File: src/hdl/psq_pkg.sv
package psq_pkg;

    localparam int NUM_PROCS_DEF = 16;
    localparam int PID_W         = 4;
    localparam int PRI_W         = 4;
    localparam int MAX_PRI       = 9;
    localparam int NQ            = 4;
    localparam int QLEN_W        = 5;

    typedef enum logic [3:0] {
        CMD_CREATE  = 4'd0,
        CMD_DELETE  = 4'd1,
        CMD_SUSPEND = 4'd2,
        CMD_RESUME  = 4'd3,
        CMD_BLOCK   = 4'd4,
        CMD_UNBLOCK = 4'd5,
        CMD_SETPRI  = 4'd6,
        CMD_SHOW    = 4'd7,
        CMD_READ    = 4'd8
    } cmd_t;

    typedef enum logic [2:0] {
        ST_OK       = 3'd0,
        ST_NOTFOUND = 3'd1,
        ST_BADPRI   = 3'd2,
        ST_WRONG    = 3'd3,
        ST_FULL     = 3'd4,
        ST_BADPOS   = 3'd5
    } status_t;

    typedef enum logic [1:0] {
        PS_READY        = 2'd0,
        PS_SUSP_READY   = 2'd1,
        PS_BLOCKED      = 2'd2,
        PS_SUSP_BLOCKED = 2'd3
    } pstate_t;

    typedef enum logic [1:0] {
        QM_IDLE   = 2'd0,
        QM_INS    = 2'd1,
        QM_REM    = 2'd2,
        QM_SETPRI = 2'd3
    } qmode_t;

    typedef enum logic [1:0] {
        PH_HOLD  = 2'd0,
        PH_CLR   = 2'd1,
        PH_SCAN  = 2'd2,
        PH_APPLY = 2'd3
    } phase_t;

    typedef enum logic [2:0] {
        FS_IDLE   = 3'd0,
        FS_DECIDE = 3'd1,
        FS_SCAN   = 3'd2,
        FS_APPLY  = 3'd3,
        FS_RDREQ  = 3'd4,
        FS_RPT    = 3'd5,
        FS_OUT    = 3'd6
    } fsm_t;

    typedef struct packed {
        logic             occ;
        logic [PID_W-1:0] id;
        logic [PRI_W-1:0] pri;
    } slot_t;

    typedef struct packed {
        phase_t           phase;
        qmode_t           mode;
        logic             sorted;
        logic [PID_W-1:0] kid;
        logic [PRI_W-1:0] kpri;
        logic [PID_W-1:0] pos;
    } cell_ctl_t;

    typedef struct packed {
        pstate_t          state;
        logic [PRI_W-1:0] pri;
        logic             cls;
    } entry_t;

endpackage

File: src/hdl/psq_cell.sv
module psq_cell #(
    parameter int IDX = 0
) (
    input  logic                       clk,
    input  logic                       rst_n,
    input  psq_pkg::cell_ctl_t         ctl,
    input  psq_pkg::slot_t             left_slot,
    input  logic                       left_mark,
    input  logic [psq_pkg::PID_W-1:0]  left_carry,
    input  psq_pkg::slot_t             right_slot,
    output psq_pkg::slot_t             slot,
    output logic                       mark,
    output logic [psq_pkg::PID_W-1:0]  carry
);
    import psq_pkg::*;

    slot_t            slot_reg, slot_next;
    logic             mark_reg, mark_next;
    logic [PID_W-1:0] carry_reg, carry_next;
    logic             stop;
    logic             hit;

    always_comb
    begin
        case (ctl.mode)
            QM_INS:
            begin
                if (ctl.sorted)
                    stop = !(slot_reg.occ && (slot_reg.pri >= ctl.kpri));
                else
                    stop = !slot_reg.occ;
            end
            QM_REM:  stop = slot_reg.occ && (slot_reg.id == ctl.kid);
            default: stop = 1'b0;
        endcase
    end

    assign hit = (32'(ctl.pos) == IDX);

    always_comb
    begin
        slot_next  = slot_reg;
        mark_next  = mark_reg;
        carry_next = carry_reg;
        case (ctl.phase)
            PH_CLR:  mark_next = 1'b0;
            PH_SCAN:
            begin
                mark_next  = left_mark | stop;
                carry_next = hit ? slot_reg.id : left_carry;
            end
            PH_APPLY:
            begin
                case (ctl.mode)
                    QM_INS:
                    begin
                        if (left_mark)
                            slot_next = left_slot;
                        else if (mark_reg)
                            slot_next = '{occ: 1'b1, id: ctl.kid, pri: ctl.kpri};
                    end
                    QM_REM:
                    begin
                        if (mark_reg)
                            slot_next = right_slot;
                    end
                    QM_SETPRI:
                    begin
                        if (slot_reg.occ && (slot_reg.id == ctl.kid))
                            slot_next.pri = ctl.kpri;
                    end
                    default: slot_next = slot_reg;
                endcase
            end
            default: slot_next = slot_reg;
        endcase
    end

    always_ff @(posedge clk or negedge rst_n)
    begin
        if (!rst_n)
        begin
            slot_reg <= '0;
            mark_reg <= 1'b0;
        end
        else
        begin
            slot_reg <= slot_next;
            mark_reg <= mark_next;
        end
    end

    always_ff @(posedge clk)
    begin
        carry_reg <= carry_next;
    end

    assign slot  = slot_reg;
    assign mark  = mark_reg;
    assign carry = carry_reg;

endmodule

File: src/hdl/psq_table.sv
module psq_table #(
    parameter  int NUM_PROCS = psq_pkg::NUM_PROCS_DEF,
    localparam int IDXW      = $clog2(NUM_PROCS)
) (
    input  logic                 clk,
    input  logic                 rst_n,
    input  logic [IDXW-1:0]      rd_addr,
    output psq_pkg::entry_t      rd_data,
    input  logic                 wr_en,
    input  logic [IDXW-1:0]      wr_addr,
    input  psq_pkg::entry_t      wr_data,
    input  logic                 vld_set,
    input  logic                 vld_clr,
    output logic [NUM_PROCS-1:0] valid
);
    import psq_pkg::*;

    entry_t               mem [NUM_PROCS];
    entry_t               rd_data_reg;
    logic [NUM_PROCS-1:0] valid_reg;

    always_ff @(posedge clk)
    begin
        if (wr_en)
            mem[wr_addr] <= wr_data;
        rd_data_reg <= mem[rd_addr];
    end

    always_ff @(posedge clk or negedge rst_n)
    begin
        if (!rst_n)
            valid_reg <= '0;
        else if (vld_set)
            valid_reg[wr_addr] <= 1'b1;
        else if (vld_clr)
            valid_reg[wr_addr] <= 1'b0;
    end

    assign rd_data = rd_data_reg;
    assign valid   = valid_reg;

endmodule

File: src/hdl/process_state_queue_manager_unit.sv
// A successful command is decoded, scanned, applied, read back and reported;
//   a rejected one goes from decode straight to the result; one request in flight at a time.
// Throughput: next request taken the cycle after the result is taken.
// The scan runs over the four chains of NUM_PROCS cells side by side.
// Reset clears entry valid bits, queue occupancy and counts at once; no clearing pass.
module process_state_queue_manager_unit #(
    parameter int NUM_PROCS = psq_pkg::NUM_PROCS_DEF
) (
    input  logic       clk,
    input  logic       rst_n,
    input  logic       in_valid,
    output logic       in_ready,
    input  logic [3:0] cmd,
    input  logic [3:0] proc_id,
    input  logic [3:0] new_priority,
    input  logic       class_type,
    input  logic [1:0] queue_sel,
    input  logic [3:0] position,
    output logic       out_valid,
    input  logic       out_ready,
    output logic [2:0] status,
    output logic [1:0] proc_state,
    output logic [3:0] priority_out,
    output logic       class_out,
    output logic [3:0] proc_id_out,
    output logic [4:0] queue_length
);
    import psq_pkg::*;

    localparam int IDXW = $clog2(NUM_PROCS);
    localparam int CNTW = $clog2(NUM_PROCS + 1);
    localparam int SCW  = $clog2(NUM_PROCS);

    fsm_t             state_reg, state_next;
    cmd_t             cmd_reg;
    logic [PID_W-1:0] id_reg;
    logic [PRI_W-1:0] pri_reg;
    logic             cls_reg;
    logic [1:0]       qs_reg;
    logic [PID_W-1:0] pos_reg;
    qmode_t           qmode_reg [NQ];
    qmode_t           qmode_dec [NQ];
    logic [PRI_W-1:0] kpri_reg, kpri_dec;
    logic [CNTW-1:0]  cnt_reg [NQ];
    logic [SCW-1:0]   scan_reg;

    status_t          status_reg;
    pstate_t          pst_reg;
    logic [PRI_W-1:0] opri_reg;
    logic             ocls_reg;
    logic [PID_W-1:0] opid_reg;
    logic [QLEN_W-1:0] qlen_reg;

    phase_t           phase;
    logic [IDXW-1:0]  tbl_rd_addr;
    entry_t           tbl_rd_data;
    logic             tbl_wr_en;
    entry_t           tbl_wr_data;
    logic             vld_set, vld_clr;
    logic [NUM_PROCS-1:0] valid_vec;

    status_t          dec_status;
    logic [QLEN_W-1:0] dec_qlen;
    logic             known;
    pstate_t          cur, nxt;
    logic             nxt_bad;
    logic [PID_W-1:0] rid;
    logic             dec_act;

    slot_t            slot_w  [NQ][NUM_PROCS];
    logic             mark_w  [NQ][NUM_PROCS];
    logic [PID_W-1:0] carry_w [NQ][NUM_PROCS];
    logic [PID_W-1:0] last_carry [NQ];
    cell_ctl_t        ctl_w [NQ];

    psq_table #(.NUM_PROCS(NUM_PROCS)) u_table (
        .clk     (clk),
        .rst_n   (rst_n),
        .rd_addr (tbl_rd_addr),
        .rd_data (tbl_rd_data),
        .wr_en   (tbl_wr_en),
        .wr_addr (IDXW'(id_reg)),
        .wr_data (tbl_wr_data),
        .vld_set (vld_set),
        .vld_clr (vld_clr),
        .valid   (valid_vec)
    );

    for (genvar q = 0; q < NQ; q++)
    begin : g_queue
        assign ctl_w[q] = '{phase: phase, mode: qmode_reg[q], sorted: (q < 2),
                            kid: id_reg, kpri: kpri_reg, pos: pos_reg};
        assign last_carry[q] = carry_w[q][NUM_PROCS-1];
        for (genvar i = 0; i < NUM_PROCS; i++)
        begin : g_cell
            slot_t            l_slot, r_slot;
            logic             l_mark;
            logic [PID_W-1:0] l_carry;
            if (i == 0)
            begin : g_first
                assign l_slot  = '0;
                assign l_mark  = 1'b0;
                assign l_carry = '0;
            end
            else
            begin : g_mid
                assign l_slot  = slot_w[q][i-1];
                assign l_mark  = mark_w[q][i-1];
                assign l_carry = carry_w[q][i-1];
            end
            if (i == NUM_PROCS - 1)
            begin : g_last
                assign r_slot = '0;
            end
            else
            begin : g_inner
                assign r_slot = slot_w[q][i+1];
            end
            psq_cell #(.IDX(i)) u_cell (
                .clk        (clk),
                .rst_n      (rst_n),
                .ctl        (ctl_w[q]),
                .left_slot  (l_slot),
                .left_mark  (l_mark),
                .left_carry (l_carry),
                .right_slot (r_slot),
                .slot       (slot_w[q][i]),
                .mark       (mark_w[q][i]),
                .carry      (carry_w[q][i])
            );
        end
    end

    assign rid         = (cmd_reg == CMD_READ) ? last_carry[qs_reg] : id_reg;
    assign tbl_rd_addr = (state_reg == FS_IDLE) ? IDXW'(proc_id) : IDXW'(rid);
    assign dec_act     = (state_reg == FS_DECIDE);
    assign known       = (32'(id_reg) < NUM_PROCS) && valid_vec[IDXW'(id_reg)];
    assign cur         = tbl_rd_data.state;

    always_comb
    begin
        nxt     = cur;
        nxt_bad = 1'b0;
        case (cmd_reg)
            CMD_SUSPEND:
            begin
                if (cur == PS_READY)        nxt = PS_SUSP_READY;
                else if (cur == PS_BLOCKED) nxt = PS_SUSP_BLOCKED;
                else                        nxt_bad = 1'b1;
            end
            CMD_RESUME:
            begin
                if (cur == PS_SUSP_READY)        nxt = PS_READY;
                else if (cur == PS_SUSP_BLOCKED) nxt = PS_BLOCKED;
                else                             nxt_bad = 1'b1;
            end
            CMD_BLOCK:
            begin
                if (cur == PS_READY)           nxt = PS_BLOCKED;
                else if (cur == PS_SUSP_READY) nxt = PS_SUSP_BLOCKED;
                else                           nxt_bad = 1'b1;
            end
            CMD_UNBLOCK:
            begin
                if (cur == PS_BLOCKED)           nxt = PS_READY;
                else if (cur == PS_SUSP_BLOCKED) nxt = PS_SUSP_READY;
                else                             nxt_bad = 1'b1;
            end
            default: nxt_bad = 1'b1;
        endcase
    end

    always_comb
    begin
        dec_status  = ST_OK;
        dec_qlen    = '0;
        kpri_dec    = tbl_rd_data.pri;
        tbl_wr_data = tbl_rd_data;
        tbl_wr_en   = 1'b0;
        vld_set     = 1'b0;
        vld_clr     = 1'b0;
        for (int q = 0; q < NQ; q++)
            qmode_dec[q] = QM_IDLE;
        case (cmd_reg)
            CMD_CREATE:
            begin
                if (32'(pri_reg) > MAX_PRI)
                    dec_status = ST_BADPRI;
                else if ((32'(id_reg) >= NUM_PROCS) || known)
                    dec_status = ST_FULL;
                else
                begin
                    tbl_wr_data  = '{state: PS_READY, pri: pri_reg, cls: cls_reg};
                    tbl_wr_en    = dec_act;
                    vld_set      = dec_act;
                    kpri_dec     = pri_reg;
                    qmode_dec[0] = QM_INS;
                end
            end
            CMD_DELETE:
            begin
                if (!known)
                    dec_status = ST_NOTFOUND;
                else
                begin
                    vld_clr        = dec_act;
                    qmode_dec[cur] = QM_REM;
                end
            end
            CMD_SUSPEND, CMD_RESUME, CMD_BLOCK, CMD_UNBLOCK:
            begin
                if (!known)
                    dec_status = ST_NOTFOUND;
                else if (nxt_bad)
                    dec_status = ST_WRONG;
                else
                begin
                    tbl_wr_data.state = nxt;
                    tbl_wr_en         = dec_act;
                    qmode_dec[cur]    = QM_REM;
                    qmode_dec[nxt]    = QM_INS;
                end
            end
            CMD_SETPRI:
            begin
                if (!known)
                    dec_status = ST_NOTFOUND;
                else if (32'(pri_reg) > MAX_PRI)
                    dec_status = ST_BADPRI;
                else
                begin
                    tbl_wr_data.pri = pri_reg;
                    tbl_wr_en       = dec_act;
                    kpri_dec        = pri_reg;
                    for (int q = 0; q < NQ; q++)
                        qmode_dec[q] = QM_SETPRI;
                end
            end
            CMD_SHOW:
            begin
                if (!known)
                    dec_status = ST_NOTFOUND;
            end
            CMD_READ:
            begin
                if (32'(pos_reg) >= 32'(cnt_reg[qs_reg]))
                begin
                    dec_status = ST_BADPOS;
                    dec_qlen   = QLEN_W'(cnt_reg[qs_reg]);
                end
            end
            default: dec_status = ST_WRONG;
        endcase
    end

    always_comb
    begin
        state_next = state_reg;
        case (state_reg)
            FS_IDLE:   if (in_valid) state_next = FS_DECIDE;
            FS_DECIDE: state_next = (dec_status != ST_OK) ? FS_OUT : FS_SCAN;
            FS_SCAN:   if (scan_reg == SCW'(NUM_PROCS - 1)) state_next = FS_APPLY;
            FS_APPLY:  state_next = FS_RDREQ;
            FS_RDREQ:  state_next = FS_RPT;
            FS_RPT:    state_next = FS_OUT;
            FS_OUT:    if (out_ready) state_next = FS_IDLE;
            default:   state_next = FS_IDLE;
        endcase
    end

    always_comb
    begin
        in_ready  = 1'b0;
        out_valid = 1'b0;
        phase     = PH_HOLD;
        case (state_reg)
            FS_IDLE:   in_ready  = 1'b1;
            FS_DECIDE: phase     = PH_CLR;
            FS_SCAN:   phase     = PH_SCAN;
            FS_APPLY:  phase     = PH_APPLY;
            FS_OUT:    out_valid = 1'b1;
            default:   phase     = PH_HOLD;
        endcase
    end

    always_ff @(posedge clk or negedge rst_n)
    begin
        if (!rst_n)
        begin
            state_reg <= FS_IDLE;
            scan_reg  <= '0;
            for (int q = 0; q < NQ; q++)
            begin
                qmode_reg[q] <= QM_IDLE;
                cnt_reg[q]   <= '0;
            end
        end
        else
        begin
            state_reg <= state_next;
            case (state_reg)
                FS_DECIDE:
                begin
                    scan_reg <= '0;
                    for (int q = 0; q < NQ; q++)
                        qmode_reg[q] <= qmode_dec[q];
                end
                FS_SCAN: scan_reg <= scan_reg + SCW'(1);
                FS_APPLY:
                begin
                    for (int q = 0; q < NQ; q++)
                    begin
                        if (qmode_reg[q] == QM_INS)
                            cnt_reg[q] <= cnt_reg[q] + CNTW'(1);
                        else if (qmode_reg[q] == QM_REM)
                            cnt_reg[q] <= cnt_reg[q] - CNTW'(1);
                    end
                end
                default: scan_reg <= scan_reg;
            endcase
        end
    end

    always_ff @(posedge clk)
    begin
        if (in_valid && in_ready)
        begin
            cmd_reg <= cmd_t'(cmd);
            id_reg  <= proc_id;
            pri_reg <= new_priority;
            cls_reg <= class_type;
            qs_reg  <= queue_sel;
            pos_reg <= position;
        end
        if (state_reg == FS_DECIDE)
        begin
            kpri_reg <= kpri_dec;
            if (dec_status != ST_OK)
            begin
                status_reg <= dec_status;
                pst_reg    <= PS_READY;
                opri_reg   <= '0;
                ocls_reg   <= 1'b0;
                opid_reg   <= '0;
                qlen_reg   <= dec_qlen;
            end
        end
        if (state_reg == FS_RPT)
        begin
            status_reg <= ST_OK;
            pst_reg    <= tbl_rd_data.state;
            opri_reg   <= tbl_rd_data.pri;
            ocls_reg   <= tbl_rd_data.cls;
            opid_reg   <= rid;
            qlen_reg   <= QLEN_W'(cnt_reg[tbl_rd_data.state]);
        end
    end

    assign status       = status_reg;
    assign proc_state   = pst_reg;
    assign priority_out = opri_reg;
    assign class_out    = ocls_reg;
    assign proc_id_out  = opid_reg;
    assign queue_length = qlen_reg;

endmodule

File: config.mk
export PLATFORM = sky130hd
export DESIGN_NAME = process_state_queue_manager_unit
export DESIGN_NICKNAME = d
export VERILOG_FILES = /design/src/hdl/psq_pkg.sv /design/src/hdl/psq_cell.sv /design/src/hdl/psq_table.sv /design/src/hdl/process_state_queue_manager_unit.sv
export SDC_FILE = /design/constraint.sdc
export NUM_CORES = 2
export LEC_CHECK = 0
export CORE_ASPECT_RATIO = 0.7
export CORE_MARGIN = 3
export CORE_UTILIZATION = 45
export DETAILED_ROUTE_END_ITERATION = 16
export DONT_BUFFER_PORTS = 1
export GPL_ROUTABILITY_DRIVEN = 0
export SYNTH_ARGS = -nofsm -noshare
export SYNTH_HDL_FRONTEND = slang
export SYNTH_HIERARCHICAL = 1
export SYNTH_SLANG_ARGS = --single-unit
File: constraint.sdc
create_clock -name clk -period 14 [get_ports clk]
set_input_delay 2.8 -clock clk [delete_from_list [all_inputs] [get_ports clk]]
set_output_delay 2.8 -clock clk [all_outputs]
set_load 0.005 [all_outputs]
==> results by group <==
Status
  • Status: completed

STA
  • Post-route clock period utilization: 0.359
  • Final Hold Fails: 0
  • Fmax: 199 MHz
  • Setup_tns: 0 ps
  • Max-slew violations: 0
  • Fin Clk Skew: 58.1 ps
  • Worst Tran Pin Value: ~1200 ps
  • Minimum clock period: ~5000 ps
  • WHS: 487 ps
  • Endpoints failing setup: 0
  • RSZ-0062 raised after global routing: no
  • Rel. slew slack: 0.216

Detailed routing
  • Via total after detailed routing: 60000
  • Drt first pass iters: 6
  • Wire length per cell: 20.2 um
  • Drc violations: 0
  • Final WL: 209000 um
  • DRT iter0 DRCs: ~4900
  • Post-route ant nets: 0
  • Vias per inst: 5.78

Logic synthesis
  • Flip-flop and latch count after synthesis: 1108
  • Synth Warn #: 6
  • Mapped Cells: 7900
  • Synth area leaders: dfrtp_1 22%, edfxtp_1 16%, ha_1 9.5%, mux2_4 4.8%, o21ai_0 4.3%
  • Ys async rst share: 0.624
  • Post-synth top area share: 0.220
  • Number of synthesized flops with an enable pin: 407
  • Most frequent cell after synthesis: nand2_1
  • Number of distinct library cells after synthesis: 82
  • Mean Syn Cell Area: around 10 sq um
  • Top_reg_cell synth: dfrtp_1
  • Post-synth top cells: 712 x nand2_1, 691 x dfrtp_1, 678 x inv_1
  • Netlist Area Pre-Place: 78700 sq um
  • Sequential cell area fraction in the yosys report: 0.378
  • Yosys top cell by area: dfrtp_1

Setup path
  • R2R depth: 9
  • Reg-to-Reg End: u_table/mem[9][5]
  • Setup slack, reg-to-reg: ~9400 ps
  • Slowest cell on crit path: or3_1
  • Reg2reg start: id_reg[0]
  • Crit path largest cell delay: 640 ps
  • Crit-path cells: or3_1 > inv_2
  • Arrival @ worst endpoint: 2220 ps
  • Worst Setup End Kind: output pin
  • Crit path required time: around 11000 ps
  • Worst Setup Start Kind: flop
  • Critical path fanouts, max: 15
  • CP Class: reg2out

Cells and area
  • Fillcell total: 15700
  • P&R area growth vs syn: 8.57%
  • Max reg flops: 576
  • Nets: 8579
  • Share of cells above drive strength 1: 0.124

Place
  • Number of port buffers: 0
  • DP Wirelength: 140000 um

Floorplanning
  • Starting Density: 0.456
  • Top-Level Pins: 44
  • Die height: 356 um
  • Die ar.: ~180000 sq um
  • Die Span X: ~500 um
  • Core area: 172000 sq um
  • Row count: between 100 and 150

Clock tree
  • Worst-Skew Late Latency: ~800 ps
  • Clock Tree Buf Depth: 3
  • TritonCTS buffer count: 116
  • Root Buffer: clkbuf_16
  • TritonCTS clock tree: done
  • H-tree depth: 3
  • Number of clock sinks: 1108
  • Worst-path clk slew: 70 ps
  • PostCTS Resize Cnt: 0
  • Cts hold-fix bufs: 0
  • Number of post-CTS setup repair buffers: 0

Worst hold path
  • Hold WC Path Type: reg2reg
  • Hold Path Depth: 1
  • Hold EP: cnt_reg[4]
  • Hold Startpoint: cnt_reg[4]

Global routing
  • Vias in the first global route: 57900
  • Initial antenna violation count: 7
  • Global-route wire length before repair: 336000 um
  • Largest net degree at the start of global routing: 692
  • GRT overflow: 0
  • GRT Total Usage: 0.229

Pwr
  • Power Dens Cells: 112 nW/um^2
  • P_leak: 34.0 nW
  • VDD IR max: ~0.11 mV

Job
  • MaxCap Viol Count: 0
==> area by class of cell <==
type | count | area (sq um) | area share
timing repair buffer | 50 | 480 | 0.00563
antenna | 5 | 12.5 | 0.000147
clock buffer | 143 | 3040 | 0.0356
clock inverter | 77 | 900 | 0.0105
tap | 2322 | 2910 | 0.0340
multi-input combinational | 5953 | 45600 | 0.534
inverter | 725 | 2720 | 0.0319
sequential | 1108 | 29700 | 0.348
==> metal layers <==
layer | GRT usage | vias to the layer above | part of all wire
met4 | 0.0502 | 2 | 0.019
met1 | 0.357 | 29400 | 0.51
met2 | 0.327 | 1634 | 0.41
met5 | 0 | - | 0.000033
met3 | 0.0389 | 224 | 0.061
li1 | - | 28800 | -
==> placed cells by master, fill, tap and decap left out, types with 70 or more instances in the layout <==
| cell type | synthesis | layout |
|---|---|---|
| nand2_1 | 712 | 712 |
| dfrtp_1 | 691 | 683 |
| inv_1 | 678 | 678 |
| o21ai_0 | 674 | 674 |
| ha_1 | 598 | 598 |
| a21oi_1 | 427 | 424 |
| edfxtp_1 | 407 | 407 |
| nor2_1 | 376 | 374 |
| a22oi_1 | 291 | 291 |
| xnor2_1 | 272 | 272 |
| nand3_1 | 264 | 264 |
| mux2i_1 | 263 | 263 |
| mux2_2 | 263 | 263 |
| mux2_4 | 253 | 253 |
| a2bb2oi_1 | 222 | 222 |
| conb_1 | 2 | 172 |
| o21ai_1 | 143 | 142 |
| nand2b_1 | 138 | 138 |
| clkbuf_16 | 0 | 116 |
| nand4b_1 | 79 | 79 |
| nor2b_1 | 78 | 77 |
| a21o_1 | 72 | 72 |
| nand4_1 | 70 | 70 |
==> cells by family (layout without fill, tap and decap cells) <==
group	Yosys count	after routing	synth area share
other	2	177	0.0000955
DFF	1108	1108	0.378
and+or+nand+nor	1876	1876	0.119
buffers and inverters	1009	995	0.0510
muxes	838	838	0.136
AOI/OAI and AO/OA	2186	2186	0.190
adders and majority gates	602	602	0.0961
xor gates and xnor gates	279	279	0.0311
==> worst max path at each step <==
stage	endpoint	startpoint
CTS	in_ready	state_reg[2]
detailed placement	u_table/rd_data[0]	proc_id[0]
floorplan	g_queue[0].g_cell[0].u_cell/slot[0]	state_reg[2]
finish	in_ready	state_reg[2]
global route	in_ready	state_reg[2]
global placement	u_table/rd_data[0]	proc_id[0]
==> through the flow <==
stage | cells | power, mW | area (sq um) | worst slack, ps | utilization
floorplan | 8070 | 5.66 | 79300 | 6990 | -
global placement | 10200 | 6.20 | 81300 | 9080 | 0.472
detailed placement | 10200 | 6.28 | 81300 | 9040 | 0.472
CTS | 10400 | 9.56 | 85300 | 8930 | 0.495
global route | 10400 | 10.0 | 85400 | 8890 | 0.495
finish | 10400 | 9.54 | 85400 | 8980 | 0.495
==> worst max-delay path: cells and delay by family (launching register included) <==
| kind | cells | cell delay, ps |
|---|---|---|
| AND/OR/NAND/NOR | 1 | 640 |
| flip-flops | 1 | 600 |
| buffers and inverters | 1 | 180 |
==> report_power, final <==
group / leakage, nW / switching (mW) / internal, mW / total, mW
registers: 13.3 / 0.178 / 3.74 / 3.91
logic: 18.8 / 1.50 / 0.886 / 2.38
clock network: 1.91 / 1.43 / 1.82 / 3.25
total: 34.0 / 3.10 / 6.44 / 9.54
Note: power is estimated with default switching activity, not from simulation.
